===== src/rtl/sorted_score_table_macros.svh =====
// Assertion macros shared by the sorted score table RTL.
// Depends on a clock named clk and a reset named rst in the including scope.
`ifndef SORTED_SCORE_TABLE_MACROS_SVH
`define SORTED_SCORE_TABLE_MACROS_SVH

// Check a condition at every clock edge outside reset.
`define SST_ASSERT_ALWAYS(label, cond, msg) \
  label: assert property (@(posedge clk) disable iff (rst) (cond)) else $error(msg);

// Check that a trigger at one edge implies a condition at the next edge.
`define SST_ASSERT_NEXT(label, trig, cond, msg) \
  label: assert property (@(posedge clk) disable iff (rst) (trig) |=> (cond)) \
    else $error(msg);

`endif


===== src/rtl/sst_pkg.sv =====
// Package for the sorted score table: record, item and result types, codes.
// No dependencies.
package sst_pkg;

  localparam int CAPACITY_DEF = 64;

  localparam logic [1:0]  MODE_ADD    = 2'd0;
  localparam logic [1:0]  MODE_READ   = 2'd1;
  localparam logic [1:0]  MODE_CLEAR  = 2'd2;
  localparam logic [1:0]  MODE_UNUSED = 2'd3;

  localparam logic        KIND_STATUS = 1'b0;
  localparam logic        KIND_ENTRY  = 1'b1;

  localparam logic [23:0] PAD_TAG = 24'h414141;

  typedef struct packed {
    logic [31:0] score;
    logic [23:0] tag;
  } rec_t;

  typedef struct packed {
    logic [1:0]  mode;
    logic [31:0] score;
    logic [23:0] tag;
  } item_t;

  typedef struct packed {
    logic        kind;
    logic        dropped;
    logic        entry_valid;
    logic [5:0]  rank;
    logic [31:0] out_score;
    logic [23:0] out_tag;
    logic        last;
  } result_t;

  typedef struct packed {
    logic insert;
    logic rotate;
  } cell_ctl_t;

  typedef enum logic {
    ST_IDLE,
    ST_READ
  } state_t;

endpackage


===== src/rtl/sst_cell.sv =====
// One slot of the sorted record chain: holds a record, inserts or shifts.
// Depends on sst_pkg.
module sst_cell #(
  parameter int IDX   = 0,
  parameter int CNT_W = 7
) (
  input  logic              clk,
  input  sst_pkg::cell_ctl_t ctl,
  input  logic [CNT_W-1:0]  count,
  input  sst_pkg::rec_t     new_rec,
  input  sst_pkg::rec_t     left_rec,
  input  logic              left_keep,
  input  sst_pkg::rec_t     right_rec,
  input  sst_pkg::rec_t     head_rec,
  output sst_pkg::rec_t     rec,
  output logic              keep
);

  localparam logic [CNT_W-1:0] POS      = CNT_W'(IDX);
  localparam logic [CNT_W-1:0] POS_NEXT = CNT_W'(IDX + 1);

  sst_pkg::rec_t rec_next;

  assign keep = (POS < count) && (rec.score >= new_rec.score);

  always_comb begin
    rec_next = rec;
    if (ctl.insert) begin
      if (!keep) begin
        rec_next = left_keep ? new_rec : left_rec;
      end
    end else if (ctl.rotate) begin
      if (POS_NEXT < count) begin
        rec_next = right_rec;
      end else if (POS_NEXT == count) begin
        rec_next = head_rec;
      end
    end
  end

  always_ff @(posedge clk) begin
    rec <= rec_next;
  end

endmodule


===== config.mk =====
export PLATFORM = sky130hd
export DESIGN_NAME = sst_cell
export DESIGN_NICKNAME = d
export VERILOG_FILES = /design/src/rtl/sorted_score_table_macros.svh /design/src/rtl/sst_pkg.sv /design/src/rtl/sst_cell.sv
export SDC_FILE = /design/constraint.sdc
export NUM_CORES = 1
export LEC_CHECK = 0
export BUFFER_PORTS_ARGS = -buffer_cell sky130_fd_sc_hd__clkbuf_2
export CORE_ASPECT_RATIO = 0.8
export CORE_MARGIN = 2
export CORE_UTILIZATION = 39
export CTS_CLUSTER_DIAMETER = 100
export CTS_CLUSTER_SIZE = 25
export DETAILED_ROUTE_END_ITERATION = 8
export MAX_ROUTING_LAYER = met4
export PLACE_DENSITY_LB_ADDON = 0.25
export SYNTH_ARGS = -nofsm -noshare
export SYNTH_HDL_FRONTEND = slang
export SYNTH_SLANG_ARGS = --single-unit

===== constraint.sdc =====
create_clock -name clk -period 6.8 [get_ports clk]
set_input_delay 1.36 -clock clk [delete_from_list [all_inputs] [get_ports clk]]
set_output_delay 1.36 -clock clk [all_outputs]
set_load 0.01 [all_outputs]

* Word-level counts from Yosys, hierarchy flattened
Index checks and enable logic that the tools add are counted.
** Storage, ports and cells
- Output and inout port bits :: 57
- Memory bits (read-only) :: 0
- Memories :: 0
- Input port bits :: 235
- Register bits after elaboration :: 56
- Latch bits :: 0
- Word-level logic and storage cells :: 17
- RAM bits :: 0
** Cells by class
- Mux-type cells :: 6
- Reduce and logical (&&, ||, !) cells :: 4
- Divide/modulo/power cells :: 0
- Shift operators :: 0
- $mul :: 0
- Magnitude comparators :: 3
- Eq/ne operators :: 2
- Bitwise logic cells :: 0
- Add/subtract/negate cells :: 0
** Operators by type and width (count)
- 56-bit two-way mux :: 6
- 32-bit greater-or-equal comparator :: 1
- 1-bit by 7-bit < comparator with 1-bit output (first input constant) :: 2
- 1-bit by 7-bit == test with 1-bit output (first input constant) :: 1
- 3-bit AND reduction :: 1
- 3-bit nonzero test :: 1
- 2-bit != test (second input constant) :: 1
- 2-bit nonzero test :: 1
- 1-bit logical AND :: 1

* Logic depth before layout (Yosys ltp)
- Word-level depth :: 5
- Mapped depth :: 7
- Mapped depth without buffers :: 7

* Worst setup path before layout
No wires, ideal clock.
- Path kind :: input -> register
- From :: input new_rec[54] (netlist name)
- To :: register rec[0] (netlist name) (enable)
- Setup time :: 547 ps
- Data arrival time :: 6294 ps
- Path buffers :: 0
- Data required time :: 6253 ps
- Cell stages on the path :: 7
- Setup slack :: -41 ps
- Cells stage by stage :: inv_1 > ha_1 > a21oi_1 > nand2_1 > a221oi_1 > nand4_1 > o21ai_0
** Between the ends
- Word-level cells in the longest chain between the ends :: 4
** RTL lines
- from (decl) :: line sst_cell.sv:10 : input sst_pkg::rec_t new_rec,
- 32-bit greater-or-equal comparator :: line sst_cell.sv:24 : assign keep = (POS < count) && (rec.score >= new_rec.score);
- 1-bit logical AND :: line sst_cell.sv:24
- 2-bit != test (no source line)
- 3-bit AND reduction (no source line)
- to (signal assigned) :: line sst_cell.sv:42 : rec <= rec_next;
- to (decl) :: line sst_cell.sv:15 : output sst_pkg::rec_t rec,
Every way passes these cells.
A chain may end at the register's enable or synchronous reset.

* Final worst setup path
- From :: input new_rec[38] (netlist name)
- To :: output keep
** Between the ends
- Word-level cells in the longest chain between the ends :: 2
** RTL lines
- 32-bit greater-or-equal comparator :: line sst_cell.sv:24
- 1-bit logical AND :: line sst_cell.sv:24
- to (decl) :: line sst_cell.sv:16 : output logic keep
Every way passes these cells.

==> results.py <==
metrics = {
    "timing": {
        "fin_crit_ns": 4.64,
        "grt_setup_unrepaired": "false",
        "fin_tns_setup_ns": 0,
        "clock.fmax_ghz": 0.216,
        "skew_ns": 0.00480,
        "finalHoldViolations": 0,
        "worst_slew_pin_slew_ns": 0.965,
        "finalMaxSlewViolations": 0,
        "fin_crit_sh_pct": 68.2,
        "slew_headroom_pct": 35.6,
        "setup_viol": 0,
    },
    "hold_path": {
        "hp-class": "reg -> reg",
    },
    "clocking": {
        "cts.sinks": 56,
        "clk_pin_slew_worst_paths_ns": 0.07,
        "cts.path.max_buffers": 2,
        "postCtsSetupBuffers": 0,
        "cts_resized": 0,
        "cts_root_buffer": "clkbuf_16",
        "postCtsHoldBufs": 0,
        "htree_num_levels": 2,
        "clk_latency_ns": 0.29,
        "cts_tree": "built",
        "cts_buffers": 5,
    },
    "floorplanning": {
        "initial_core_util_pct": 40.3,
        "ios": 292,
        "die_h_um": 99.0,
        "dieWidth_um": 123,
        "core_mm2": 0.0109,
        "die_area_mm2": 0.0122,
        "row_count": 34,
    },
    "synth": {
        "yosysTopAreaCell": "edfxtp_1",
        "ys_seq_area_share_pct": 38.2,
        "syn_nets": 694,
        "ys_types": 29,
        "synth_edf_count": 56,
        "syn-cell-area_mm2": 0.00440,
        "syn_inst": 427,
        "synthTopCellsByArea": "edfxtp_1 38%, mux2i_1 13%, mux2_2 9.7%",
        "post-synth-top-count-cell": "a21oi_1",
        "synth_seq_cells": 56,
        "yosysTopAreaCellShare_pct": 38.2,
        "yosys_warnings": 0,
        "synth_common_cells": "69 x a21oi_1, 60 x nor2_1, 57 x mux2i_1",
        "synth_flop_cell": "edfxtp_1",
        "ys_async_sr_fraction_pct": 0,
        "syn_avg_cell_area_um2": 10.3,
    },
    "layout": {
        "finalNetCount": 970,
        "area_delta_synth_final_pct": 39.0,
        "largest_reg_flops": 56,
        "drive_gt1_share_pct": 51.1,
        "top_regs": "rec: 56 flops",
        "diodes": 0,
        "top_register": "rec",
        "utilization_pct": 56.0,
        "finish.instance_area_mm2": 0.00612,
    },
    "worst_setup_path": {
        "cp.required_ns": 5.44,
        "crit_chain": "clkbuf_2 > inv_1 > ha_1 > nand4_1 > nor3_2 > or4b_1 > a31oi_1 > o22a_1 > clkbuf_2",
        "cpMostUsedCell": "clkbuf_2",
        "cpMaxStageDelayCell": "or4b_1",
        "path_delay_family": "simple AND/OR/NAND/NOR gates",
        "start_kind": "input pin",
        "path_buf_inv": 3,
        "endpoint_kind": "output port",
        "path_class": "in -> out",
        "crit_arrival_ns": 3.28,
        "slowest_delay_ns": 0.47,
        "crit_fanout": 3,
    },
    "pwr": {
        "p_comb_share_pct": 29.1,
        "leakage_nw": 3.20,
        "p_per_area_mw_per_mm2": 170,
        "p_seq_share_pct": 43.1,
        "p_int_w": 0.000752,
        "peakVddDrop_uv": 113,
        "sw_frac_of_total_pct": 27.6,
        "p_sw_w": 0.000286,
        "clkPwrFrac_pct": 27.8,
    },
    "route": {
        "drt_iter0_markers": 132,
        "ant_nets": 0,
        "viasPerCell": 4.91,
        "routedWlPerCell_um": 15.1,
        "num_vias": 4162,
        "routed_wl_um": 12800,
        "drcViolationCount": 0,
        "drt_pass1_iterations": 4,
    },
    "placement": {
        "portBuffers": 291,
        "dpl.hpwl_um": 10300,
        "place_congestion": 0.848,
        "placedInstanceArea_mm2": 0.00595,
    },
    "global_routing": {
        "grt_pass1_vias": 4039,
        "grt.overflow.total": 0,
        "grt_pass1_wl_um": 19300,
        "grt_max_degree": 66,
        "antenna_found_initial": 0,
        "grt.total_usage_pct": 20.6,
    },
    "status": {
        "outcome": "finished, final reports clean",
    },
    "flow_run": {
        "cap_violations": 0,
    },
}
layer usage:
| metal | up-vias | GRT usage [%] | wire length (um) |
|---|---|---|---|
| met4 | 0 | 2.21 | 42 |
| met2 | 156 | 36.2 | 6490 |
| met3 | 4 | 3.99 | 895 |
| met1 | 1899 | 25.3 | 5370 |
| li1 | 2103 | - | - |
| met5 | - | - | 0 |
placed cells by master, fill, tap and decap left out:
cell type / netlist / final
nand2b_1: 2 / 2
o21a_1: 2 / 2
a21oi_1: 69 / 69
mux2i_1: 57 / 57
buf_4: 0 / 5
mux2_4: 18 / 18
or4_1: 1 / 1
clkinv_2: 0 / 1
a2bb2oi_1: 1 / 1
a221oi_1: 1 / 1
clkbuf_1: 9 / 1
clkbuf_2: 0 / 289
nand2_2: 0 / 1
nand4_1: 7 / 7
nor3_2: 1 / 1
nor2_1: 60 / 60
bufinv_16: 0 / 1
mux2_2: 38 / 38
or4b_1: 1 / 1
o21ai_0: 5 / 4
inv_1: 32 / 32
o22a_1: 1 / 1
clkbuf_16: 0 / 5
nand3_1: 3 / 3
ha_1: 32 / 32
edfxtp_1: 56 / 56
a2111oi_0: 1 / 1
o21ai_4: 0 / 1
nor2b_1: 1 / 1
nor4_1: 1 / 1
nand2_1: 10 / 9
a31oi_1: 1 / 1
nor3_1: 1 / 1
power groups by stage:
stage	logic, W	clock network [W]	registers [W]
after floorplan	0.000141	0	0.000475
after global placement	0.000298	0	0.000453
after global routing	0.000335	0.000308	0.000452
after CTS	0.000306	0.000297	0.000448
final	0.000303	0.000289	0.000447
after detailed placement	0.000304	0	0.000455
per-stage QoR:
step	power, W	instances	worst slack [ns]	hold WS [ns]
6_report	0.00104	848	2.16	1.22
5_1_grt	0.00109	848	2.03	1.30
4_1_cts	0.00105	848	2.14	1.26
3_5_place_dp	0.000759	840	2.14	1.24
3_3_place_gp	0.000751	840	2.20	1.20
2_1_floorplan	0.000616	427	1.46	1.64
tightest hold or removal path: cells and delay by family (launching register included):
family,cells,cell delay (ns)
AOI/OAI and AO/OA,2,0.30
and+or+nand+nor,1,0.15
adders and majority gates,1,0.15
DFF,1,0.37
final timing paths:
check                         start                end  slack [ns]  cells past startpoint
hold / removal    rec[55]$_DFFE_PP_  rec[55]$_DFFE_PP_        1.22                      4
setup reg to reg  rec[24]$_DFFE_PP_  rec[28]$_DFFE_PP_        3.63                      8
hold reg to reg   rec[55]$_DFFE_PP_  rec[55]$_DFFE_PP_        1.22                      4
setup / recovery        new_rec[38]               keep        2.16                      9
area by class of cell:
| cell class | count | area [um2] |
|---|---|---|
| inverter | 32 | 120 |
| sequential | 56 | 1680 |
| clock buffer | 6 | 129 |
| clock inverter | 2 | 35.0 |
| fill | 1004 | 4810 |
| multi-input combinational | 314 | 2490 |
| tap | 144 | 180 |
| timing repair buffer | 294 | 1480 |
kinds of logic (layout without fill, tap and decap cells):
| kind of cell | count (synthesis) | after routing | synth area share, % |
|---|---|---|---|
| multiplexers | 113 | 113 | 28.8 |
| flip-flops | 56 | 56 | 38.2 |
| adder cells (fa/ha/maj) | 32 | 32 | 9.09 |
| buffers and inverters | 57 | 334 | 5.60 |
| AO/OA/AOI/OAI | 81 | 81 | 9.69 |
| AND/OR/NAND/NOR | 88 | 88 | 8.61 |
Note: power is estimated with default switching activity, not from simulation.
